`config.mk`:
```
export PLATFORM = sky130hd
export DESIGN_NAME = app_packet_receiver_parser_core
export DESIGN_NICKNAME = d
export VERILOG_FILES = /design/src/rtl/core/aprp_pkg.sv /design/src/rtl/core/aprp_front.sv /design/src/rtl/core/aprp_queue.sv /design/src/rtl/core/aprp_back.sv /design/src/rtl/core/app_packet_receiver_parser_core.sv
export SDC_FILE = /design/constraint.sdc
export NUM_CORES = 1
export LEC_CHECK = 0
export ABC_AREA = 1
export ABC_CLOCK_PERIOD_IN_PS = 5400
export BUFFER_PORTS_ARGS = -buffer_cell sky130_fd_sc_hd__buf_2
export CORE_UTILIZATION = 61
export DETAILED_ROUTE_END_ITERATION = 10
export GPL_ROUTABILITY_DRIVEN = 0
export GPL_TIMING_DRIVEN = 0
export PLACE_DENSITY = 0.87
export SLEW_MARGIN = 20
export SYNTH_ARGS = -nofsm -noshare
export SYNTH_HDL_FRONTEND = slang
export SYNTH_SLANG_ARGS = --single-unit
```
`constraint.sdc`:
```
create_clock -name clk_i -period 5.4 [get_ports clk_i]
set_input_delay 1.35 -clock clk_i [delete_from_list [all_inputs] [get_ports clk_i]]
set_output_delay 1.35 -clock clk_i [all_outputs]
set_load 0.05 [all_outputs]
```
`src/rtl/core/aprp_pkg.sv`:
```
// Shared types and constants of the packet receiver parser.
package aprp_pkg;

  localparam int unsigned ByteW = 8;
  localparam int unsigned CfgIdxW = 3;
  localparam int unsigned PosW = 16;
  localparam int unsigned OffsetW = 32;
  localparam int unsigned LenW = 16;

  // Configuration register indexes
  localparam logic [CfgIdxW-1:0] CFG_CODE_START = 3'd0;
  localparam logic [CfgIdxW-1:0] CFG_CODE_END   = 3'd1;
  localparam logic [CfgIdxW-1:0] CFG_CODE_DATA  = 3'd2;
  localparam logic [CfgIdxW-1:0] CFG_TAG_SIZE   = 3'd3;
  localparam logic [CfgIdxW-1:0] CFG_TAG_NAME   = 3'd4;

  typedef enum logic [1:0] {
    KIND_UNKNOWN = 2'd0,
    KIND_START   = 2'd1,
    KIND_END     = 2'd2,
    KIND_DATA    = 2'd3
  } kind_e;

  // Where a byte sits in its packet
  typedef enum logic [2:0] {
    POS_HEAD   = 3'd0,
    POS_SEQ    = 3'd1,
    POS_LEN_HI = 3'd2,
    POS_LEN_LO = 3'd3,
    POS_BODY   = 3'd4
  } pos_cls_e;

  // TLV field phase in a start packet
  typedef enum logic [1:0] {
    PH_TYPE  = 2'd0,
    PH_LEN   = 2'd1,
    PH_VALUE = 2'd2
  } phase_e;

  typedef struct packed {
    logic [ByteW-1:0] code_start;
    logic [ByteW-1:0] code_end;
    logic [ByteW-1:0] code_data;
    logic [ByteW-1:0] tag_size;
    logic [ByteW-1:0] tag_name;
  } cfg_t;

  // Classified request passed from front to back
  typedef struct packed {
    logic [ByteW-1:0] data;
    logic             last;
    pos_cls_e         pos;
    kind_e            kind;
  } item_t;

endpackage

```
`src/rtl/core/aprp_front.sv`:
```
// Front end: packet framing and control byte classification.
module aprp_front import aprp_pkg::*; (
  input  logic             clk_i,
  input  logic             rst_ni,
  input  cfg_t             cfg_i,
  input  logic             push_i,
  input  logic [ByteW-1:0] data_byte_i,
  input  logic             last_byte_i,
  output item_t            item_o
);

  logic [PosW-1:0] pos_q, pos_d;
  kind_e           kind_q, kind_d;
  kind_e           head_kind;
  pos_cls_e        pos_cls;

  always_comb begin
    if (pos_q == PosW'(0))      pos_cls = POS_HEAD;
    else if (pos_q == PosW'(1)) pos_cls = POS_SEQ;
    else if (pos_q == PosW'(2)) pos_cls = POS_LEN_HI;
    else if (pos_q == PosW'(3)) pos_cls = POS_LEN_LO;
    else                        pos_cls = POS_BODY;
  end

  // start wins over end, end over data
  always_comb begin
    if (data_byte_i == cfg_i.code_start)     head_kind = KIND_START;
    else if (data_byte_i == cfg_i.code_end)  head_kind = KIND_END;
    else if (data_byte_i == cfg_i.code_data) head_kind = KIND_DATA;
    else                                     head_kind = KIND_UNKNOWN;
  end

  always_comb begin
    pos_d  = pos_q;
    kind_d = kind_q;
    if (push_i) begin
      if (pos_cls == POS_HEAD) kind_d = head_kind;
      if (last_byte_i) pos_d = '0;
      else if (pos_q != {PosW{1'b1}}) pos_d = pos_q + PosW'(1);
    end
  end

  always_ff @(posedge clk_i or negedge rst_ni) begin
    if (!rst_ni) begin
      pos_q  <= '0;
      kind_q <= KIND_UNKNOWN;
    end else begin
      pos_q  <= pos_d;
      kind_q <= kind_d;
    end
  end

  assign item_o.data = data_byte_i;
  assign item_o.last = last_byte_i;
  assign item_o.pos  = pos_cls;
  assign item_o.kind = (pos_cls == POS_HEAD) ? head_kind : kind_q;

endmodule

```
`src/rtl/core/aprp_queue.sv`:
```
// Two-entry queue between front and back.
module aprp_queue import aprp_pkg::*; (
  input  logic  clk_i,
  input  logic  rst_ni,
  input  logic  push_i,
  input  item_t item_i,
  output logic  full_o,
  input  logic  pop_i,
  output logic  avail_o,
  output item_t item_o
);

  item_t       mem_q [2];
  logic        wr_ptr_q, rd_ptr_q;
  logic [1:0]  cnt_q;

  assign full_o  = (cnt_q == 2'd2);
  assign avail_o = (cnt_q != 2'd0);
  assign item_o  = mem_q[rd_ptr_q];

  always_ff @(posedge clk_i) begin
    if (push_i) mem_q[wr_ptr_q] <= item_i;
  end

  always_ff @(posedge clk_i or negedge rst_ni) begin
    if (!rst_ni) begin
      wr_ptr_q <= 1'b0;
      rd_ptr_q <= 1'b0;
      cnt_q    <= 2'd0;
    end else begin
      if (push_i) wr_ptr_q <= ~wr_ptr_q;
      if (pop_i)  rd_ptr_q <= ~rd_ptr_q;
      case ({push_i, pop_i})
        2'b10:   cnt_q <= cnt_q + 2'd1;
        2'b01:   cnt_q <= cnt_q - 2'd1;
        default: cnt_q <= cnt_q;
      endcase
    end
  end

endmodule

```
`src/rtl/core/aprp_back.sv`:
```
// Back end: TLV and data packet execution with the result register.
module aprp_back import aprp_pkg::*; #(
  parameter int unsigned SIZE_BITS = 32
) (
  input  logic               clk_i,
  input  logic               rst_ni,
  input  cfg_t               cfg_i,
  input  logic               avail_i,
  input  item_t              item_i,
  output logic               pop_o,
  output logic               out_valid_o,
  input  logic               out_stall_i,
  output logic               payload_valid_o,
  output logic [ByteW-1:0]   payload_byte_o,
  output logic [OffsetW-1:0] payload_offset_o,
  output logic               name_valid_o,
  output logic [ByteW-1:0]   name_byte_o,
  output logic               packet_done_o,
  output logic [1:0]         packet_kind_o,
  output logic               accepted_o,
  output logic [31:0]        file_size_o,
  output logic [ByteW-1:0]   next_sequence_o
);

  logic                 seq_ok_q, seq_ok_d;
  logic [ByteW-1:0]     exp_seq_q, exp_seq_d;
  logic [LenW-1:0]      len_q, len_d;
  logic [LenW-1:0]      pcnt_q, pcnt_d;
  logic [SIZE_BITS-1:0] size_q, size_d;
  logic [OffsetW-1:0]   offset_q, offset_d;
  phase_e               phase_q, phase_d;
  logic [ByteW-1:0]     tag_q, tag_d;
  logic [ByteW-1:0]     left_q, left_d;
  logic [ByteW-1:0]     left_dec;
  logic [SIZE_BITS+7:0] size_shift;
  logic [63:0]          size_wide;

  logic                 pv, nv, acc;
  logic [OffsetW-1:0]   po;
  logic                 out_valid_q;

  assign pop_o      = avail_i && (!out_valid_q || !out_stall_i);
  assign left_dec   = left_q - ByteW'(1);
  assign size_shift = {size_q, item_i.data};
  assign size_wide  = 64'(size_d);

  always_comb begin
    seq_ok_d  = seq_ok_q;
    exp_seq_d = exp_seq_q;
    len_d     = len_q;
    pcnt_d    = pcnt_q;
    size_d    = size_q;
    offset_d  = offset_q;
    phase_d   = phase_q;
    tag_d     = tag_q;
    left_d    = left_q;
    pv        = 1'b0;
    po        = '0;
    nv        = 1'b0;
    acc       = 1'b0;

    if (item_i.pos == POS_HEAD) begin
      seq_ok_d = 1'b0;
      len_d    = '0;
      pcnt_d   = '0;
      phase_d  = PH_TYPE;
      tag_d    = '0;
      left_d   = '0;
      if (item_i.kind == KIND_START) offset_d = '0;
    end else if (item_i.kind == KIND_START) begin
      unique case (phase_q)
        PH_TYPE: begin
          tag_d   = item_i.data;
          phase_d = PH_LEN;
        end
        PH_LEN: begin
          left_d = item_i.data;
          if (tag_q == cfg_i.tag_size) size_d = '0;
          phase_d = (item_i.data == '0) ? PH_TYPE : PH_VALUE;
        end
        default: begin
          // size tag takes priority over an equal name tag
          if (tag_q == cfg_i.tag_size) size_d = size_shift[SIZE_BITS-1:0];
          else if (tag_q == cfg_i.tag_name) nv = 1'b1;
          left_d = left_dec;
          if (left_dec == '0) phase_d = PH_TYPE;
        end
      endcase
    end else if (item_i.kind == KIND_DATA) begin
      unique case (item_i.pos)
        POS_SEQ: begin
          seq_ok_d = (item_i.data == exp_seq_q);
          if (item_i.data == exp_seq_q) exp_seq_d = exp_seq_q + ByteW'(1);
        end
        POS_LEN_HI: len_d = {item_i.data, 8'h00};
        POS_LEN_LO: len_d = {len_q[LenW-1:8], item_i.data};
        default: begin
          if (seq_ok_q && (pcnt_q < len_q)) begin
            pv       = 1'b1;
            po       = offset_q;
            offset_d = offset_q + OffsetW'(1);
            pcnt_d   = pcnt_q + LenW'(1);
          end
        end
      endcase
    end

    if (item_i.last) begin
      case (item_i.kind) inside
        KIND_START, KIND_END: acc = 1'b1;
        KIND_DATA:            acc = seq_ok_d;
        default:              acc = 1'b0;
      endcase
    end
  end

  always_ff @(posedge clk_i or negedge rst_ni) begin
    if (!rst_ni) begin
      seq_ok_q    <= 1'b0;
      exp_seq_q   <= '0;
      len_q       <= '0;
      pcnt_q      <= '0;
      size_q      <= '0;
      offset_q    <= '0;
      phase_q     <= PH_TYPE;
      tag_q       <= '0;
      left_q      <= '0;
      out_valid_q <= 1'b0;
    end else begin
      if (pop_o) begin
        seq_ok_q  <= seq_ok_d;
        exp_seq_q <= exp_seq_d;
        len_q     <= len_d;
        pcnt_q    <= pcnt_d;
        size_q    <= size_d;
        offset_q  <= offset_d;
        phase_q   <= phase_d;
        tag_q     <= tag_d;
        left_q    <= left_d;
        out_valid_q <= 1'b1;
      end else if (!out_stall_i) begin
        out_valid_q <= 1'b0;
      end
    end
  end

  // result register: payload, name byte, packet status, file size, next sequence
  always_ff @(posedge clk_i) begin
    if (pop_o) begin
      payload_valid_o  <= pv;
      payload_byte_o   <= pv ? item_i.data : '0;
      payload_offset_o <= po;
      name_valid_o     <= nv;
      name_byte_o      <= nv ? item_i.data : '0;
      packet_done_o    <= item_i.last;
      packet_kind_o    <= item_i.last ? item_i.kind : KIND_UNKNOWN;
      accepted_o       <= acc;
      file_size_o      <= size_wide[31:0];
      next_sequence_o  <= exp_seq_d;
    end
  end

  assign out_valid_o = out_valid_q;

endmodule

```
`src/rtl/core/app_packet_receiver_parser_core.sv`:
```
// Packet receiver parser top level: configuration, front end, queue, back end.
// Path: an accepted request is written into the queue, and the back end pops it
//   into the result register once that register is empty or not stalled.
// Throughput: one byte per cycle; the front takes a byte while the queue holds
//   fewer than two entries, the back pops whenever its result register frees.
// Reset: asynchronous, active low; all parse state clears, configuration
//   registers return to start 2, end 3, data 1, size tag 0, name tag 1.
module app_packet_receiver_parser_core import aprp_pkg::*; #(
  parameter int unsigned SIZE_BITS = 32
) (
  input  logic               clk_i,
  input  logic               rst_ni,
  // configuration write port
  input  logic               cfg_we_i,
  input  logic [CfgIdxW-1:0] cfg_idx_i,
  input  logic [ByteW-1:0]   cfg_wdata_i,
  // input request channel
  input  logic               in_valid_i,
  output logic               in_stall_o,
  input  logic [ByteW-1:0]   data_byte_i,
  input  logic               last_byte_i,
  // result channel
  output logic               out_valid_o,
  input  logic               out_stall_i,
  output logic               payload_valid_o,
  output logic [ByteW-1:0]   payload_byte_o,
  output logic [OffsetW-1:0] payload_offset_o,
  output logic               name_valid_o,
  output logic [ByteW-1:0]   name_byte_o,
  output logic               packet_done_o,
  output logic [1:0]         packet_kind_o,
  output logic               accepted_o,
  output logic [31:0]        file_size_o,
  output logic [ByteW-1:0]   next_sequence_o
);

  cfg_t  cfg_q;
  item_t front_item, back_item;
  logic  push, q_full, q_avail, pop;

  // Configuration registers; indexes past the list are dropped.
  always_ff @(posedge clk_i or negedge rst_ni) begin
    if (!rst_ni) begin
      cfg_q.code_start <= 8'd2;
      cfg_q.code_end   <= 8'd3;
      cfg_q.code_data  <= 8'd1;
      cfg_q.tag_size   <= 8'd0;
      cfg_q.tag_name   <= 8'd1;
    end else if (cfg_we_i) begin
      unique case (cfg_idx_i)
        CFG_CODE_START: cfg_q.code_start <= cfg_wdata_i;
        CFG_CODE_END:   cfg_q.code_end   <= cfg_wdata_i;
        CFG_CODE_DATA:  cfg_q.code_data  <= cfg_wdata_i;
        CFG_TAG_SIZE:   cfg_q.tag_size   <= cfg_wdata_i;
        CFG_TAG_NAME:   cfg_q.tag_name   <= cfg_wdata_i;
        default: ;
      endcase
    end
  end

  // A request enters when the queue has room.
  assign in_stall_o = q_full;
  assign push       = in_valid_i && !q_full;

  // Front: byte position tracking and packet kind from the control byte.
  aprp_front u_front (
    .clk_i       (clk_i),
    .rst_ni      (rst_ni),
    .cfg_i       (cfg_q),
    .push_i      (push),
    .data_byte_i (data_byte_i),
    .last_byte_i (last_byte_i),
    .item_o      (front_item)
  );

  // Decouples framing from execution so either side can stall alone.
  aprp_queue u_queue (
    .clk_i   (clk_i),
    .rst_ni  (rst_ni),
    .push_i  (push),
    .item_i  (front_item),
    .full_o  (q_full),
    .pop_i   (pop),
    .avail_o (q_avail),
    .item_o  (back_item)
  );

  // Back: sequence check, TLV parse, payload offsets, result register.
  aprp_back #(
    .SIZE_BITS (SIZE_BITS)
  ) u_back (
    .clk_i            (clk_i),
    .rst_ni           (rst_ni),
    .cfg_i            (cfg_q),
    .avail_i          (q_avail),
    .item_i           (back_item),
    .pop_o            (pop),
    .out_valid_o      (out_valid_o),
    .out_stall_i      (out_stall_i),
    .payload_valid_o  (payload_valid_o),
    .payload_byte_o   (payload_byte_o),
    .payload_offset_o (payload_offset_o),
    .name_valid_o     (name_valid_o),
    .name_byte_o      (name_byte_o),
    .packet_done_o    (packet_done_o),
    .packet_kind_o    (packet_kind_o),
    .accepted_o       (accepted_o),
    .file_size_o      (file_size_o),
    .next_sequence_o  (next_sequence_o)
  );

endmodule
```
# After elaboration in Yosys (flattened, before gate mapping)

Memory sizes are Yosys's and may differ from the RTL's.
Index checks and enable logic that the tools add are counted.

Bits in registers: 280
Memories kept: 1
Bits in read-only memories: 0
Latch bits: 0
Logic and storage cells: 185
Memory bits (writable): 28
Output and inout bits: 96

Memories:

| name          | depth | width | read ports | clocked after Yosys merged registers in | wr ports | line             | text |
|---|---|---|---|---|---|---|---|
| u_queue.mem_q | 2     | 14    | 1          | 0                                       | 1        | aprp_queue.sv:13 | `item_t mem_q [2];` |

$mul: 0
Reduce and logical (&&, ||, !) cells: 43
Eq/ne operators: 31
Mux-type cells: 67
Add/sub/neg operators: 7
Shift operators: 0
Div/mod/pow operators: 0
Magnitude comparators: 1
Bitwise gates (word level): 4

Operators by type and width:

| operator              | number |
|---|---|
| $mux 32               | 10 |
| $mux 16               | 10 |
| $mux 8                | 10 |
| $pmux 32 s2           | 1 |
| $eq 8x8->1            | 6 |
| $add 16x1->16 const B | 2 |
| $add 32x1->32 const B | 1 |
| $eq 16x2->1 const B   | 2 |
| $pmux 16 s2           | 1 |
| $mux 1                | 20 |
| $reduce_bool 2->1     | 10 |
| $eq 16x1->1 const B   | 1 |
| $logic_not 16->1      | 1 |
| $logic_not 8->1       | 2 |
| $lt 16x16->1          | 1 |
| $mux 2                | 8 |
| $ne 16x16->1 const B  | 1 |
| $pmux 8 s2            | 1 |
| $eq 3x2->1 const B    | 4 |
| $mux 3                | 4 |
| $ne 2x1->1 const B    | 6 |
| $reduce_and 2->1      | 6 |
| $reduce_and 5->1      | 2 |
| $logic_not 3->1       | 3 |
| 23 further kinds      | 40 |

# Depth between registers and ports, before layout

An unclocked memory read counts as a cell.

Depth after elaboration: 8
Depth in mapped cells: 20

# By module

From an unflattened synthesis, not the netlist that was laid out.

Cell total of the unflattened synthesis: 1980
Area, all modules: 15942.8 µm²

By module, submodules not included:

| module                          | cells each | times used | area each (µm²) |
|---|---|---|---|
| aprp_back                       | 1402       | 1          | 11228.3 |
| aprp_front                      | 297        | 1          | 1789.2 |
| app_packet_receiver_parser_core | 184        | 1          | 1667.8 |
| aprp_queue                      | 97         | 1          | 1257.5 |

# Least setup slack after synthesis

OpenSTA, ideal clock, no wires.

Path type: input-to-reg
Start point: input port out_stall_i
End point: register u_queue.cnt_q[1]
Data arrival time: 5581 ps
Slack: -311 ps
Stages: 9
Data required time: 5269 ps
Buffers on the path: 2
Setup time: 131 ps
Cells stage by stage: nand2_1 o21ai_2 inv_1 buf_2 buf_1 ha_1 a21oi_1 o21ai_0 xor2_1

Longest elaborated chain between the ends: 5

RTL lines:

| item                                            | line                                  | text |
|---|---|---|
| from (decl)                                     | app_packet_receiver_parser_core.sv:24 | `input logic out_stall_i,` |
| $logic_not 1->1 (*)                             | aprp_back.sv:42                       | `assign pop_o = avail_i && (!out_valid_q \|\| !out_stall_i);` |
| $logic_or 1x1->1 (*)                            | aprp_back.sv:42                       |  |
| $logic_and 1x1->1 (*)                           | aprp_back.sv:42                       |  |
| via pop                                         | app_packet_receiver_parser_core.sv:39 | `logic push, q_full, q_avail, pop;` |
| $eq 2x1->1 or $eq 2x2->1 (tied branches)        | aprp_queue.sv:33                      | `case ({push_i, pop_i})` |
| $pmux 2 s2 or $reduce_bool 2->1 (tied branches) | -                                     |  |
| to (signal assigned)                            | aprp_queue.sv:34                      | `2'b10: cnt_q <= cnt_q + 2'd1;` |
| to (signal assigned)                            | aprp_queue.sv:35                      | `2'b01: cnt_q <= cnt_q - 2'd1;` |
| to (signal assigned)                            | aprp_queue.sv:36                      | `default: cnt_q <= cnt_q;` |
| to (decl)                                       | aprp_queue.sv:15                      | `logic [1:0] cnt_q;` |

The timed path passes the listed nets; every way through them passes the cells marked *.
A chain may end at the register's enable or synchronous reset.

==> flow_metrics.tcl <==
set metrics [dict create \
    p_sw_mw 4.483 \
    synth_fa_ha_area_frac 0.02167 \
    swShare 0.4426 \
    routed_via_density 5.814 \
    clkSlewWorstSetupHoldPaths_ns 0.07 \
    layout-drive-gt1-share 0.1348 \
    synth_top_family_by_area "simple AND/OR/NAND/NOR gates" \
    avgSynthCellArea_um2 8.696 \
    holdPathStages 2 \
    rows 58 \
    p_leak_nw 8.210 \
    min_from "u_back.offset_q[13]$_DFFE_PN0P_" \
    ant_nets 0 \
    r2r_setup_slack_ns 2.10 \
    async_flop_share 0.6039 \
    ys_seq_elements 308 \
    slew_headroom 0.4738 \
    p_per_area_nw_per_um2 569.1 \
    grt_pass1_wl_um 64550 \
    io-pin-count 121 \
    nets 2001 \
    fmax_mhz 303.0 \
    use_met2 0.5361 \
    cp.required_ns 5.71 \
    reg2reg_from "u_queue.rd_ptr_q$_DFFE_PN0P_" \
    critPathKind "flop to flop" \
    drt-initial-drc-count 1471 \
    areaGrowthSynthToFinish_pct 14.12 \
    synth.largest_area_cell "dfrtp_1" \
    cts_buffer_depth 3 \
    seq_area_um2 8324 \
    yosys.area_share.simple 0.2581 \
    drcViolationCount 0 \
    end_kind "flop" \
    final.setup.tns_ns 0 \
    worst_slew_pin_slew_ns 0.7885 \
    period_share 0.6112 \
    dieArea_um2 26210 \
    post_cts_buffers 0 \
    clk_latency_ns 0.57 \
    start_kind "flop" \
    hp-class "flop to flop" \
    cts_buffers 31 \
    synth_compound_area_frac 0.07390 \
    clkPwrFrac 0.229 \
    fin_worst_skew_ns 0.02334 \
    track_usage 0.3115 \
    syn-num-nets 1845 \
    grt_use_met3 0.05056 \
    synth-xor-area-share 0.04373 \
    crit_start "u_queue.rd_ptr_q$_DFFE_PN0P_" \
    seq_area_frac_synth 0.5339 \
    synth_area_leaders "dfrtp_1, edfxtp_1, nand2_1" \
    gr-total-overflow 0 \
    die_w_um 161.9 \
    post-dp-hpwl_um 27300 \
    power_mw 10.13 \
    sequentialPowerShare 0.351 \
    cts_tree "built" \
    start_util 0.6210 \
    ys.flop_type "dfrtp_1" \
    crit_path_max_fanout 10 \
    status "finished, final reports clean" \
    synth_commonest_cells "nand2_1, inv_1, nor2_1, dfrtp_1, nand3_1" \
    vias 13390 \
    max_stage_delay_ns 0.41 \
    whs_ns 0.4720 \
    multiInputGateArea_um2 6202 \
    top_usage_layer "met2" \
    ys_types 51 \
    worstPathArrival_ns 3.61 \
    cp_num_buf_inv 4 \
    synth.most_common_cell "nand2_1" \
    cap_violations 0 \
    synthesis.area_um2 15590 \
    ys_warn_count 0 \
    final_max_slew_viol_count 0 \
    peakVddDrop_mv 0.3709 \
    cts_resized 0 \
    port_buffers 120 \
    cp_top_family "simple AND/OR/NAND/NOR gates" \
    synth_edf_count 122 \
    power_frac_comb 0.420 \
    p_int_mw 5.645 \
    grt_max_degree 81 \
    firstDrtPassIters 8 \
    holdPathEnd "u_back.offset_q[13]$_DFFE_PN0P_" \
    wire_per_inst_um 17.40 \
    hold_violations 0 \
    synth_top_area_frac 0.2905 \
    clock_sinks 308 \
    antenna_cells 0 \
    cp_slowest_cell "dfrtp_1" \
    htreeDepth 1 \
    grt_pass1_vias 13180 \
    postSynthCellCount 1793 \
    die_h_um 161.9 \
    finalSetupViolCount 0 \
    drt-total-wl_um 40070 \
    antenna_found_initial 0 \
    grtUsageMet1 0.3766 \
    layout_min_cycle_time_ns 3.301 \
    ctsHoldBuffers 0 \
    rsz0062_at_grt "no" \
    muxShareOfSynthArea 0 \
    r2r_end "u_back.next_sequence_o[5]$_DFFE_PP_" \
    path_cells "inv_2, buf_6, buf_12, or2_2, o21ai_0, inv_1, ha_1, nor2_1, nand3_4, nor2_4, nand2_1, nor2_2, nand3_2, nor2_4, nand2_1, and2_1" \
    nFillCells 1782 \
    cts_root_buf "clkbuf_16" \
    ff2ff_path_depth 16 \
    core_um2 25110 \
]
-- flip-flops by register name, indices dropped and copies added (netlist names), 8 cells and up --
signal                   count
cfg_q                       40
u_back.exp_seq_q             8
u_back.file_size_o          32
u_back.left_q                8
u_back.len_q                16
u_back.name_byte_o           8
u_back.next_sequence_o       8
u_back.offset_q             32
u_back.payload_byte_o        8
u_back.payload_offset_o     32
u_back.pcnt_q               16
u_back.size_q               32
u_back.tag_q                 8
u_front.pos_q               16
u_queue.mem_q               28
-- final cells by class --
cell class                      instances  area share
Timing Repair Buffer                  123     0.03895
Buffer                                 53     0.01631
Tap cell                              330     0.02320
Clock inverter                         19     0.01526
Sequential cell                       308      0.4678
Clock buffer                           38     0.04563
Inverter                              210     0.04430
Multi-Input combinational cell       1222      0.3485
-- worst register-to-register path: stages (launching register included) --
cell and delay, ns:
dfrtp_1 0.41, inv_2 0.07, buf_6 0.15, buf_12 0.15, or2_2 0.28, o21ai_0 0.14, inv_1 0.14, ha_1 0.33
nor2_1 0.36, nand3_4 0.11, nor2_4 0.13, nand2_1 0.07, nor2_2 0.11, nand3_2 0.14, nor2_4 0.18, nand2_1 0.08
and2_1 0.18
-- how the worst max path moves through the flow --
stage	endpoint	slack, ns	cells after the start
finish	u_back.next_sequence_o[5]$_DFFE_PP_	2.10	16
global route	u_back.next_sequence_o[6]$_DFFE_PP_	1.93	16
CTS	u_back.next_sequence_o[5]$_DFFE_PP_	2.17	16
detailed placement	u_queue.cnt_q[1]$_DFFE_PN0P_	1.67	11
global placement	u_queue.cnt_q[1]$_DFFE_PN0P_	-1.17	10
floorplan	u_queue.cnt_q[1]$_DFFE_PN0P_	0.07	9
-- power groups by stage --
| stage | clock, mW | combinational [mW] | sequential [mW] |
|---|---|---|---|
| 4_1_cts | 2.32 | 4.20 | 3.55 |
| 2_1_floorplan | 0 | 2.01 | 4.60 |
| 3_5_place_dp | 0 | 4.14 | 3.58 |
| 5_1_grt | 2.41 | 4.55 | 3.62 |
| 6_report | 2.32 | 4.25 | 3.56 |
| 3_3_place_gp | 0 | 3.95 | 3.60 |
-- kinds of logic after synthesis --
logic type | Yosys count
and+or+nand+nor | 922
DFF | 308
buffers and inverters | 263
AOI/OAI and AO/OA | 196
xor gates and xnor gates | 77
adders and majority gates | 27
-- metrics by stage --
| stage | util | worst slack, ns | std cells | instance area, um^2 |
|---|---|---|---|---|
| after floorplan | - | 0.07448 | 1793 | 15600 |
| after global placement | 0.6616 | -1.167 | 2243 | 16610 |
| after detailed placement | 0.6655 | 1.670 | 2246 | 16710 |
| after CTS | 0.7087 | 2.175 | 2303 | 17790 |
| after global routing | 0.7087 | 1.929 | 2303 | 17790 |
| final | 0.7087 | 2.099 | 2303 | 17790 |
-- metal layers --
| layer | wire length [um] | up-vias |
|---|---|---|
| met2 | 19850 | 723 |
| met4 | 2090 | 0 |
| met1 | 14910 | 6337 |
| met5 | 0 | - |
| met3 | 3218 | 168 |
| li1 | - | 6162 |
-- cell usage in the layout, fill, tap and decap left out, types with 31 or more instances in the layout --
cell type / netlist / routed
buf_2: 15 / 134
a21oi_1: 39 / 39
nand2_1: 480 / 480
xor2_1: 51 / 51
nor2_1: 182 / 180
nand3_1: 123 / 123
nor3_1: 40 / 40
dfrtp_1: 181 / 181
nand4_1: 35 / 35
o21ai_0: 101 / 101
edfxtp_1: 122 / 122
inv_1: 201 / 201
clkbuf_16: 0 / 31
No activity file was read; power rests on OpenSTA's default activity.
